### src/rtl/rrlf_pkg.sv
`timescale 1ns / 1ps

package rrlf_pkg;

    // Size of the job list and derived widths.
    localparam int NUM_ENTRIES = 32;
    localparam int ENT_IDX_W   = (NUM_ENTRIES > 1) ? $clog2(NUM_ENTRIES) : 1;
    localparam int ENT_CNT_W   = $clog2(NUM_ENTRIES + 1);

    // Channel and level formats.
    localparam int NUM_CHANNELS = 32;
    localparam int CH_W         = 5;
    localparam int LVL_W        = 12;

    // Configuration registers.
    localparam int STEP_W     = 8;
    localparam int LIMIT_W    = 16;
    localparam int SWEEP_W    = LIMIT_W + 1;
    localparam int CFG_ADDR_W = 1;
    localparam int CFG_DATA_W = 16;

    localparam logic [STEP_W-1:0]     STEP_RESET      = 8'd5;
    localparam logic [LIMIT_W-1:0]    LIMIT_RESET     = 16'd1000;
    localparam logic [CFG_ADDR_W-1:0] REG_STEP_SIZE   = 1'b0;
    localparam logic [CFG_ADDR_W-1:0] REG_SWEEP_LIMIT = 1'b1;

    // Stream payload width: channel and level packed, padded to whole bytes.
    localparam int TDATA_W = 24;
    localparam int TPAD_W  = TDATA_W - CH_W - LVL_W;

    // Command queue between the front and the back.
    localparam int QUEUE_DEPTH = 2;
    localparam int QPTR_W      = (QUEUE_DEPTH > 1) ? $clog2(QUEUE_DEPTH) : 1;
    localparam int QCNT_W      = $clog2(QUEUE_DEPTH + 1);

    typedef enum logic {
        OP_ENROL = 1'b0,
        OP_SWEEP = 1'b1
    } op_t;

    typedef struct packed {
        op_t              op;
        logic [CH_W-1:0]  channel;
        logic [LVL_W-1:0] target;
    } cmd_t;

    typedef struct packed {
        logic [STEP_W-1:0]  step_size;
        logic [LIMIT_W-1:0] sweep_limit;
    } cfg_t;

    typedef struct packed {
        logic [CH_W-1:0]  channel;
        logic [LVL_W-1:0] level;
        logic             last;
        logic             finished;
    } res_t;

endpackage

### src/rtl/rrlf_front.sv
`timescale 1ns / 1ps

module rrlf_front (
    input  logic                          clk,
    input  logic                          rst_n,
    input  logic                          s_axis_tvalid,
    output logic                          s_axis_tready,
    input  logic [rrlf_pkg::TDATA_W-1:0]  s_axis_tdata,   // channel, target, zero pad
    input  logic                          s_axis_tuser,   // op
    output logic                          cmd_valid,
    output rrlf_pkg::cmd_t                cmd,
    input  logic                          cmd_pop
);
    import rrlf_pkg::*;

    cmd_t              queue_reg [QUEUE_DEPTH];
    logic [QPTR_W-1:0] wr_ptr_reg, wr_ptr_next;
    logic [QPTR_W-1:0] rd_ptr_reg, rd_ptr_next;
    logic [QCNT_W-1:0] cnt_reg, cnt_next;
    cmd_t              in_cmd;
    logic              push;
    logic              pop;

    // Decode the request into a command for the back end.
    assign in_cmd.op      = op_t'(s_axis_tuser);
    assign in_cmd.channel = s_axis_tdata[CH_W-1:0];
    assign in_cmd.target  = s_axis_tdata[CH_W +: LVL_W];

    assign s_axis_tready = (cnt_reg != QCNT_W'(QUEUE_DEPTH));
    assign cmd_valid     = (cnt_reg != '0);
    assign cmd           = queue_reg[rd_ptr_reg];

    assign push = s_axis_tvalid && s_axis_tready;
    assign pop  = cmd_pop && cmd_valid;

    always_comb
    begin
        wr_ptr_next = push ? wr_ptr_reg + QPTR_W'(1) : wr_ptr_reg;
        rd_ptr_next = pop  ? rd_ptr_reg + QPTR_W'(1) : rd_ptr_reg;
        unique case ({push, pop})
            2'b10:   cnt_next = cnt_reg + QCNT_W'(1);
            2'b01:   cnt_next = cnt_reg - QCNT_W'(1);
            default: cnt_next = cnt_reg;
        endcase
    end

    always_ff @(posedge clk)
    begin
        if (push)
        begin
            queue_reg[wr_ptr_reg] <= in_cmd;
        end
    end

    always_ff @(posedge clk or negedge rst_n)
    begin
        if (!rst_n)
        begin
            wr_ptr_reg <= '0;
            rd_ptr_reg <= '0;
            cnt_reg    <= '0;
        end
        else
        begin
            wr_ptr_reg <= wr_ptr_next;
            rd_ptr_reg <= rd_ptr_next;
            cnt_reg    <= cnt_next;
        end
    end

endmodule

### src/rtl/rrlf_back.sv
`timescale 1ns / 1ps

module rrlf_back (
    input  logic           clk,
    input  logic           rst_n,
    input  rrlf_pkg::cfg_t cfg,
    input  logic           cmd_valid,
    input  rrlf_pkg::cmd_t cmd,
    output logic           cmd_pop,
    output logic           res_valid,
    output rrlf_pkg::res_t res,
    input  logic           res_ready
);
    import rrlf_pkg::*;

    typedef enum logic [3:0] {
        ST_IDLE  = 4'b0001,
        ST_ENROL = 4'b0010,
        ST_SWEEP = 4'b0100,
        ST_CLOSE = 4'b1000
    } state_t;

    typedef struct packed {
        logic [CH_W-1:0]  channel;
        logic [LVL_W-1:0] target;
        logic [LVL_W-1:0] level;
    } entry_t;

    // Job list and channel level memories.
    entry_t           ent_mem [NUM_ENTRIES];
    entry_t           ent_rd_reg;
    logic [LVL_W-1:0] chl_mem [NUM_CHANNELS];
    logic [LVL_W-1:0] chl_rd_reg;

    logic                 ent_we, ent_re;
    logic [ENT_IDX_W-1:0] ent_waddr, ent_raddr;
    entry_t               ent_wdata;
    logic                 chl_we, chl_re;
    logic [CH_W-1:0]      chl_waddr, chl_raddr;
    logic [LVL_W-1:0]     chl_wdata;

    state_t                 state_reg, state_next;
    logic [ENT_CNT_W-1:0]   entry_count_reg, entry_count_next;
    logic [ENT_CNT_W-1:0]   done_count_reg, done_count_next;
    logic [SWEEP_W-1:0]     sweep_count_reg, sweep_count_next;
    logic [NUM_ENTRIES-1:0] done_reg, done_next;
    logic [NUM_CHANNELS-1:0] chv_reg, chv_next;
    logic                   chv_rd_reg, chv_rd_next;
    logic [ENT_CNT_W-1:0]   idx_reg, idx_next;
    logic                   s1_vld_reg, s1_vld_next;
    logic [ENT_IDX_W-1:0]   s1_idx_reg, s1_idx_next;
    logic [CH_W-1:0]        enr_ch_reg, enr_ch_next;
    logic [LVL_W-1:0]       enr_tgt_reg, enr_tgt_next;
    logic                   pend_vld_reg, pend_vld_next;
    logic [CH_W-1:0]        pend_ch_reg, pend_ch_next;
    logic [LVL_W-1:0]       pend_lvl_reg, pend_lvl_next;
    logic                   out_vld_reg, out_vld_next;
    res_t                   out_reg, out_next;

    logic                 out_free;
    logic                 exe_fire;
    logic                 issue_ok;
    logic                 list_end;
    logic [ENT_IDX_W-1:0] idx_lo;
    logic [LVL_W-1:0]     cur_lvl, cur_tgt, step, gap, new_lvl;
    logic                 step_up, hit;
    logic [SWEEP_W-1:0]   sweep_inc;
    logic                 job_fin;
    logic                 close_go;

    // Step one entry toward its target.
    always_comb
    begin
        cur_lvl = ent_rd_reg.level;
        cur_tgt = ent_rd_reg.target;
        step    = LVL_W'(cfg.step_size);
        step_up = (cur_tgt > cur_lvl);
        gap     = step_up ? (cur_tgt - cur_lvl) : (cur_lvl - cur_tgt);
        priority if (cur_tgt == cur_lvl)
        begin
            new_lvl = cur_lvl;
            hit     = 1'b1;
        end
        else if (gap < step)
        begin
            new_lvl = cur_tgt;
            hit     = 1'b1;
        end
        else if (step_up)
        begin
            new_lvl = cur_lvl + step;
            hit     = 1'b0;
        end
        else
        begin
            new_lvl = cur_lvl - step;
            hit     = 1'b0;
        end
    end

    assign out_free  = !out_vld_reg || res_ready;
    assign exe_fire  = s1_vld_reg && (!pend_vld_reg || out_free);
    assign list_end  = !(idx_reg < entry_count_reg);
    assign issue_ok  = (state_reg == ST_SWEEP) && !list_end && (!s1_vld_reg || exe_fire);
    assign idx_lo    = idx_reg[ENT_IDX_W-1:0];
    assign sweep_inc = sweep_count_reg + SWEEP_W'(1);
    assign job_fin   = (done_count_reg >= entry_count_reg)
                    || (sweep_inc > SWEEP_W'(cfg.sweep_limit));
    assign close_go  = !pend_vld_reg || out_free;
    assign cmd_pop   = (state_reg == ST_IDLE) && cmd_valid;

    assign res_valid = out_vld_reg;
    assign res       = out_reg;

    always_comb
    begin
        state_next       = state_reg;
        entry_count_next = entry_count_reg;
        done_count_next  = done_count_reg;
        sweep_count_next = sweep_count_reg;
        done_next        = done_reg;
        chv_next         = chv_reg;
        chv_rd_next      = chv_rd_reg;
        idx_next         = idx_reg;
        s1_vld_next      = s1_vld_reg;
        s1_idx_next      = s1_idx_reg;
        enr_ch_next      = enr_ch_reg;
        enr_tgt_next     = enr_tgt_reg;
        pend_vld_next    = pend_vld_reg;
        pend_ch_next     = pend_ch_reg;
        pend_lvl_next    = pend_lvl_reg;
        out_vld_next     = out_vld_reg && !res_ready;
        out_next         = out_reg;

        ent_we    = 1'b0;
        ent_waddr = s1_idx_reg;
        ent_wdata = '{channel: ent_rd_reg.channel, target: ent_rd_reg.target, level: new_lvl};
        ent_re    = 1'b0;
        ent_raddr = idx_lo;
        chl_we    = 1'b0;
        chl_waddr = ent_rd_reg.channel;
        chl_wdata = new_lvl;
        chl_re    = 1'b0;
        chl_raddr = cmd.channel;

        unique case (state_reg)
            ST_IDLE:
            begin
                if (cmd_valid)
                begin
                    if (cmd.op == OP_SWEEP)
                    begin
                        idx_next   = '0;
                        state_next = ST_SWEEP;
                    end
                    else if (entry_count_reg < ENT_CNT_W'(NUM_ENTRIES))
                    begin
                        // Fetch the channel's present level for the new entry.
                        chl_re       = 1'b1;
                        chv_rd_next  = chv_reg[cmd.channel];
                        enr_ch_next  = cmd.channel;
                        enr_tgt_next = cmd.target;
                        state_next   = ST_ENROL;
                    end
                end
            end

            ST_ENROL:
            begin
                ent_we    = 1'b1;
                ent_waddr = entry_count_reg[ENT_IDX_W-1:0];
                ent_wdata = '{channel: enr_ch_reg, target: enr_tgt_reg,
                              level: chv_rd_reg ? chl_rd_reg : '0};
                done_next[entry_count_reg[ENT_IDX_W-1:0]] = 1'b0;
                entry_count_next = entry_count_reg + ENT_CNT_W'(1);
                state_next       = ST_IDLE;
            end

            ST_SWEEP:
            begin
                if (exe_fire)
                begin
                    ent_we = 1'b1;
                    chl_we = 1'b1;
                    chv_next[ent_rd_reg.channel] = 1'b1;
                    if (hit)
                    begin
                        done_next[s1_idx_reg] = 1'b1;
                        done_count_next       = done_count_reg + ENT_CNT_W'(1);
                    end
                    // The held update is now known not to be the sweep's last.
                    if (pend_vld_reg)
                    begin
                        out_vld_next = 1'b1;
                        out_next     = '{channel: pend_ch_reg, level: pend_lvl_reg,
                                         last: 1'b0, finished: 1'b0};
                    end
                    pend_vld_next = 1'b1;
                    pend_ch_next  = ent_rd_reg.channel;
                    pend_lvl_next = new_lvl;
                end

                if (issue_ok)
                begin
                    ent_re      = !done_reg[idx_lo];
                    s1_vld_next = !done_reg[idx_lo];
                    s1_idx_next = idx_lo;
                    idx_next    = idx_reg + ENT_CNT_W'(1);
                end
                else if (exe_fire)
                begin
                    s1_vld_next = 1'b0;
                end

                if (list_end && (!s1_vld_reg || exe_fire))
                begin
                    state_next = ST_CLOSE;
                end
            end

            ST_CLOSE:
            begin
                if (close_go)
                begin
                    if (pend_vld_reg)
                    begin
                        out_vld_next  = 1'b1;
                        out_next      = '{channel: pend_ch_reg, level: pend_lvl_reg,
                                          last: 1'b1, finished: job_fin};
                        pend_vld_next = 1'b0;
                    end
                    if (job_fin)
                    begin
                        done_next        = '0;
                        entry_count_next = '0;
                        done_count_next  = '0;
                        sweep_count_next = '0;
                    end
                    else
                    begin
                        sweep_count_next = sweep_inc;
                    end
                    state_next = ST_IDLE;
                end
            end

            default:
            begin
                state_next = ST_IDLE;
            end
        endcase
    end

    always_ff @(posedge clk)
    begin
        if (ent_we)
        begin
            ent_mem[ent_waddr] <= ent_wdata;
        end
        if (ent_re)
        begin
            ent_rd_reg <= ent_mem[ent_raddr];
        end
    end

    always_ff @(posedge clk)
    begin
        if (chl_we)
        begin
            chl_mem[chl_waddr] <= chl_wdata;
        end
        if (chl_re)
        begin
            chl_rd_reg <= chl_mem[chl_raddr];
        end
    end

    always_ff @(posedge clk)
    begin
        s1_idx_reg   <= s1_idx_next;
        enr_ch_reg   <= enr_ch_next;
        enr_tgt_reg  <= enr_tgt_next;
        pend_ch_reg  <= pend_ch_next;
        pend_lvl_reg <= pend_lvl_next;
        out_reg      <= out_next;
    end

    always_ff @(posedge clk or negedge rst_n)
    begin
        if (!rst_n)
        begin
            state_reg       <= ST_IDLE;
            entry_count_reg <= '0;
            done_count_reg  <= '0;
            sweep_count_reg <= '0;
            done_reg        <= '0;
            chv_reg         <= '0;
            chv_rd_reg      <= 1'b0;
            idx_reg         <= '0;
            s1_vld_reg      <= 1'b0;
            pend_vld_reg    <= 1'b0;
            out_vld_reg     <= 1'b0;
        end
        else
        begin
            state_reg       <= state_next;
            entry_count_reg <= entry_count_next;
            done_count_reg  <= done_count_next;
            sweep_count_reg <= sweep_count_next;
            done_reg        <= done_next;
            chv_reg         <= chv_next;
            chv_rd_reg      <= chv_rd_next;
            idx_reg         <= idx_next;
            s1_vld_reg      <= s1_vld_next;
            pend_vld_reg    <= pend_vld_next;
            out_vld_reg     <= out_vld_next;
        end
    end

    a_count_range: assert property (@(posedge clk) disable iff (!rst_n)
        entry_count_reg <= ENT_CNT_W'(NUM_ENTRIES))
        else $error("job list count beyond its capacity");

    a_done_le_count: assert property (@(posedge clk) disable iff (!rst_n)
        done_count_reg <= entry_count_reg)
        else $error("more finished entries than enrolled entries");

    a_stage_in_sweep: assert property (@(posedge clk) disable iff (!rst_n)
        s1_vld_reg |-> (state_reg == ST_SWEEP))
        else $error("entry read in flight outside a sweep");

    a_idle_no_pending: assert property (@(posedge clk) disable iff (!rst_n)
        (state_reg == ST_IDLE) |-> !pend_vld_reg)
        else $error("held update left behind after a sweep");

    a_finish_on_last: assert property (@(posedge clk) disable iff (!rst_n)
        (out_vld_reg && out_reg.finished) |-> out_reg.last)
        else $error("job end flagged on an update that does not close the sweep");

    a_close_to_idle: assert property (@(posedge clk) disable iff (!rst_n)
        ((state_reg == ST_CLOSE) && !pend_vld_reg) |=> (state_reg == ST_IDLE))
        else $error("sweep close did not return to idle");

endmodule

### src/rtl/round_robin_led_fade_engine_unit.sv
`timescale 1ns / 1ps

// Fade engine for 32 PWM channels with 12-bit levels.
// Requests arrive on the s_axis channel: tuser selects enrol (0) or sweep (1),
// and tdata carries the channel and target level used by an enrol. An enrol
// appends an entry to the job list unless the list is full, and copies the channel's present level;
// it produces no update. A sweep steps every unfinished entry toward its
// target by step_size and sends one update per visited entry on m_axis: tdata
// holds channel and new level, tlast marks the sweep's final update and tuser
// marks that the job ended with it (all entries done or sweep limit passed).
// The two configuration registers are written through cfg_wr_en, cfg_addr and
// cfg_wdata while the engine is idle.
// A two-deep request queue sits in front of the sequencer. An enrol takes
// the sequencer through its ENROL state and back to idle. A sweep reads one
// list entry per cycle from the job list memory while it writes back the
// entry before it, when m_axis keeps up, and then closes in the CLOSE state.
// Each update is held back one entry so that tlast can be set on the true
// final one; when m_axis stalls, the sequencer pauses and nothing is lost.
// Reset clears the job list, all channel levels to zero, and loads the
// registers with step 5 and sweep limit 1000; no clearing pass is needed.
module round_robin_led_fade_engine_unit (
    input  logic                             clk,
    input  logic                             rst_n,
    // Request stream.
    input  logic                             s_axis_tvalid,
    output logic                             s_axis_tready,
    input  logic [rrlf_pkg::TDATA_W-1:0]     s_axis_tdata,   // channel[4:0], target[16:5], zero pad
    input  logic                             s_axis_tuser,   // op
    // Update stream.
    output logic                             m_axis_tvalid,
    input  logic                             m_axis_tready,
    output logic [rrlf_pkg::TDATA_W-1:0]     m_axis_tdata,   // out_channel[4:0], out_level[16:5], zero pad
    output logic                             m_axis_tlast,   // last_of_sweep
    output logic                             m_axis_tuser,   // job_finished
    // Configuration writes.
    input  logic                             cfg_wr_en,
    input  logic [rrlf_pkg::CFG_ADDR_W-1:0]  cfg_addr,
    input  logic [rrlf_pkg::CFG_DATA_W-1:0]  cfg_wdata
);
    import rrlf_pkg::*;

    cfg_t cfg_reg, cfg_next;
    logic cmd_valid;
    cmd_t cmd;
    logic cmd_pop;
    res_t res;

    // Configuration register file. Only the low bits of the write data that
    // fit a register are kept.
    always_comb
    begin
        cfg_next = cfg_reg;
        if (cfg_wr_en)
        begin
            unique case (cfg_addr)
                REG_STEP_SIZE:   cfg_next.step_size   = cfg_wdata[STEP_W-1:0];
                REG_SWEEP_LIMIT: cfg_next.sweep_limit = cfg_wdata[LIMIT_W-1:0];
                default:         cfg_next = cfg_reg;
            endcase
        end
    end

    always_ff @(posedge clk or negedge rst_n)
    begin
        if (!rst_n)
        begin
            cfg_reg.step_size   <= STEP_RESET;
            cfg_reg.sweep_limit <= LIMIT_RESET;
        end
        else
        begin
            cfg_reg <= cfg_next;
        end
    end

    // Front end: takes requests, decodes them and queues them.
    rrlf_front u_front (
        .clk           (clk),
        .rst_n         (rst_n),
        .s_axis_tvalid (s_axis_tvalid),
        .s_axis_tready (s_axis_tready),
        .s_axis_tdata  (s_axis_tdata),
        .s_axis_tuser  (s_axis_tuser),
        .cmd_valid     (cmd_valid),
        .cmd           (cmd),
        .cmd_pop       (cmd_pop)
    );

    // Back end: job list, channel levels and the sweep sequencer.
    rrlf_back u_back (
        .clk       (clk),
        .rst_n     (rst_n),
        .cfg       (cfg_reg),
        .cmd_valid (cmd_valid),
        .cmd       (cmd),
        .cmd_pop   (cmd_pop),
        .res_valid (m_axis_tvalid),
        .res       (res),
        .res_ready (m_axis_tready)
    );

    assign m_axis_tdata = {{TPAD_W{1'b0}}, res.level, res.channel};
    assign m_axis_tlast = res.last;
    assign m_axis_tuser = res.finished;

endmodule

### config.mk
export PLATFORM = sky130hd
export DESIGN_NAME = round_robin_led_fade_engine_unit
export DESIGN_NICKNAME = d
export VERILOG_FILES = /design/src/rtl/rrlf_pkg.sv /design/src/rtl/rrlf_front.sv /design/src/rtl/rrlf_back.sv /design/src/rtl/round_robin_led_fade_engine_unit.sv
export SDC_FILE = /design/constraint.sdc
export NUM_CORES = 2
export LEC_CHECK = 0
export ABC_AREA = 1
export ABC_CLOCK_PERIOD_IN_PS = 5200
export BUFFER_PORTS_ARGS = -buffer_cell sky130_fd_sc_hd__clkbuf_2
export CAP_MARGIN = 20
export CORE_MARGIN = 10
export CORE_UTILIZATION = 30
export DETAILED_ROUTE_END_ITERATION = 16
export PLACE_DENSITY = 0.48
export SYNTH_ARGS = -nofsm -noshare
export SYNTH_HDL_FRONTEND = slang
export SYNTH_SLANG_ARGS = --single-unit
### constraint.sdc
create_clock -name clk -period 5.2 [get_ports clk]
set_clock_uncertainty 0.05 [all_clocks]
set_input_delay 0.78 -clock clk [delete_from_list [all_inputs] [get_ports clk]]
set_output_delay 0.78 -clock clk [all_outputs]
set_load 0.02 [all_outputs]
==> flow_summary.json <==
{
  "cts_made_buffers": 170,
  "nets": 5702,
  "initial_core_util_pct": 30.1,
  "crit_type": "flip-flop to flip-flop",
  "io_buffers": 60,
  "place.gp.congestion": 0.864,
  "coreArea_um2": 219000,
  "worstPathArrival_ns": 5.36,
  "drive_above_1_share_pct": 10.9,
  "ant_nets": 0,
  "max_cap_violations": 0,
  "detail_route.wl_per_cell_um": 24.2,
  "via_per_inst": 5.17,
  "final_util_pct": 34.9,
  "rsz0062_at_grt": "false",
  "grt_pass1_vias": 42700,
  "gr-total-overflow": 0,
  "peakVddDrop_mv": 0.431,
  "place_inst": 8272,
  "hold_viol": 0,
  "die_area_um2": 239000,
  "p_leak_uw": 0.0264,
  "cp-start-kind": "flip-flop",
  "ios": 75,
  "worst_slew_pin_slew_ns": 1.10,
  "synthToLayoutAreaGrowth_pct": 15.8,
  "die_h_um": 489,
  "grt_max_degree": 152,
  "worstPathRequired_ns": 5.77,
  "postCtsSetupBuffers": 0,
  "antenna_found_initial": 2,
  "min_period_over_period_pct": 92.2,
  "clk_pin_slew_worst_paths_ns": 0.06,
  "fin_crit_ns": 4.79,
  "cp_max_fo": 33,
  "std_cell_rows": 172,
  "fmax_mhz": 209,
  "ys.flop_type": "edfxtp_1",
  "wirelength_um": 207000,
  "synth_area_leaders": "edfxtp_1 66%, o21ai_0 6.5%, dfrtp_1 4.8%",
  "synth.largest_area_cell": "edfxtp_1",
  "synth-seq-cells": 1582,
  "synth_cells": 5480,
  "cts_tree": "yes",
  "vias": 44400,
  "worstHoldPathType": "primary input to async pin",
  "cp-end-kind": "flip-flop",
  "yosys.cell_types.count": 54,
  "hpwl_um": 119000,
  "clock_latency_ns": 0.85,
  "synth_area_per_cell_um2": 12.0,
  "fp.dieW_um": 489,
  "largest_reg_flops": 928,
  "fin_tns_setup_ns": 0,
  "syn_area_um2": 66000,
  "synth_top_area_share_pct": 65.8,
  "drc": 0,
  "relSlewSlack_pct": 26.7,
  "first_pass_iters": 8,
  "clkSinkCount": 1582,
  "async_reset_ff_share_pct": 8.53,
  "drv_slew": 0,
  "grt_pass1_wl_um": 300000,
  "synth_edf_count": 1447,
  "hold_slack_ns": 0.0526,
  "cts_max_level": 4,
  "powerDensity_nw_per_um2": 522,
  "cts.path.max_buffers": 3,
  "setup_viol": 0,
  "drtIter0Drc": 4422,
  "grt_usage_pct": 16.8,
  "cts-root-buf": "clkbuf_16",
  "fin_cells": 8582,
  "ys_seq_area_share_pct": 70.9,
  "yosys_warnings": 0,
  "status": "complete, no violations"
}
==> report_power, final <==
part	switching, µW	total, µW	internal (µW)
Sequential	339	16900	16600
Clock	5120	11900	6800
Combinational	8360	11000	2680
Total	13800	39900	26100
==> layout make-up <==
type | instances | area, µm²
antenna | 1 | 2.50
clock buffer | 224 | 4560
clock inverter | 83 | 888
fill | 21500 | 143000
inverter | 271 | 1040
multi-input combinational | 3297 | 17300
sequential | 1582 | 46900
tap | 2871 | 3590
timing repair buffer | 253 | 2240
==> routing by layer <==
layer | track usage [%] | routed length [µm]
met5 | 0 | 0
met2 | 27.9 | 99500
met1 | 22.7 | 90800
met4 | 5.04 | 5800
met3 | 2.33 | 11300
==> cells in the mapped netlist (3+ instances only) <==
cell	number
a21o_1	3
buf_2	20
a32o_1	18
nand4_1	78
xnor2_1	8
buf_6	5
o21ai_0	857
o22ai_1	180
buf_1	17
buf_4	7
nand3_2	6
o221ai_1	156
ha_1	77
inv_2	7
edfxtp_1	1447
nor4_1	3
dfrtp_1	126
or2_2	26
o21ai_1	3
dfstp_2	9
and2_1	9
nand3_1	200
a21oi_1	76
fa_1	3
nor2_2	6
nand2_1	597
o211ai_1	55
o21a_1	3
inv_1	257
nor2_1	838
clkbuf_1	287
a31oi_1	14
nand2_2	4
clkinv_1	6
xor2_1	29
o21bai_1	6
nor3_1	14
==> logic make-up (layout without fill, tap and decap cells) <==
family	count (synthesis)	in the layout	share of synthesized area, %
and+or+nand+nor	1791	1793	11.2
xor gates and xnor gates	37	37	0.491
DFF	1582	1582	70.9
other	1	8	0.00568
adders and majority gates	80	80	1.55
AOI/OAI and AO/OA	1380	1380	12.2
buffers and inverters	609	831	3.62
==> metrics by stage <==
step	power, µW	worst slack [ns]	instance area (µm²)
after floorplan	23600	0.538	66100
after global placement	28100	0.243	70900
after detailed placement	28200	0.303	70900
after CTS	40200	0.273	76400
after global routing	41900	0.0101	76400
final	39900	0.406	76400
==> cell usage in the layout, fill, tap and decap left out, types with 6 or more instances in the layout <==
master and instances:
nand2_1 597, buf_12 36, xnor2_1 8, a31oi_1 14, ha_1 77, nand4_1 78
clkbuf_16 172, nor2_4 34, edfxtp_1 1447, inv_1 254, dfstp_2 9, o21ai_2 14
a21oi_1 73, nor3_1 12, xor2_1 29, and2_1 9, nor2_2 9, conb_1 7
o221ai_1 156, o211ai_1 55, or2_2 26, clkinv_2 25, clkbuf_8 7, dfrtp_1 123
clkinv_1 33, inv_6 7, nand3_2 6, o21ai_0 841, clkbuf_1 46, inv_2 9
a32o_1 18, nor2_1 802, bufinv_16 12, buf_4 152, nand3_1 200, o21bai_1 6
clkbuf_2 59, o22ai_1 180
==> final timing paths <==
path | start | to | slack [ns] | cells past startpoint
worst max-delay path | u_back.cur_tgt[3] | u_back.chl_mem[30][9] | 0.41 | 20
worst min-delay path | rst_n | u_back.done_reg[26] | 0.05 | 1
worst max register to register | u_back.cur_tgt[3] | u_back.chl_mem[30][9] | 0.41 | 20
worst min register to register | u_back.pend_lvl_reg[6] | u_back.res[8] | 0.37 | 0
max in group asynchronous | rst_n | u_back.chv_reg[12] | 3.89 | 2
min in group clk | s_axis_tdata[9] | u_front.queue_reg[0][4] | 0.10 | 1
==> critical path, stage by stage, from the launching register on <==
cell      delay [ns]
edfxtp_1        0.44
inv_1           0.11
ha_1            0.41
nand2_1         0.13
nor2_1          0.30
nand3_4         0.28
nand2_2         0.30
buf_4           0.25
nor2_1          0.08
xor2_1          0.20
ha_1            0.32
a21oi_1         0.14
nand2_1         0.14
a31oi_1         0.25
o21ai_0         0.20
a21oi_1         0.20
xor2_1          0.18
nand2_1         0.07
nand3_1         0.09
and2_1          0.18
buf_8           0.23
==> what timing repair did <==
item / CTS / global route
hold buffers: 0 / 0
endpoints found under the setup margin: 0 / 330
gates resized for setup: 0 / 12
Note: power is estimated with default switching activity, not from simulation.
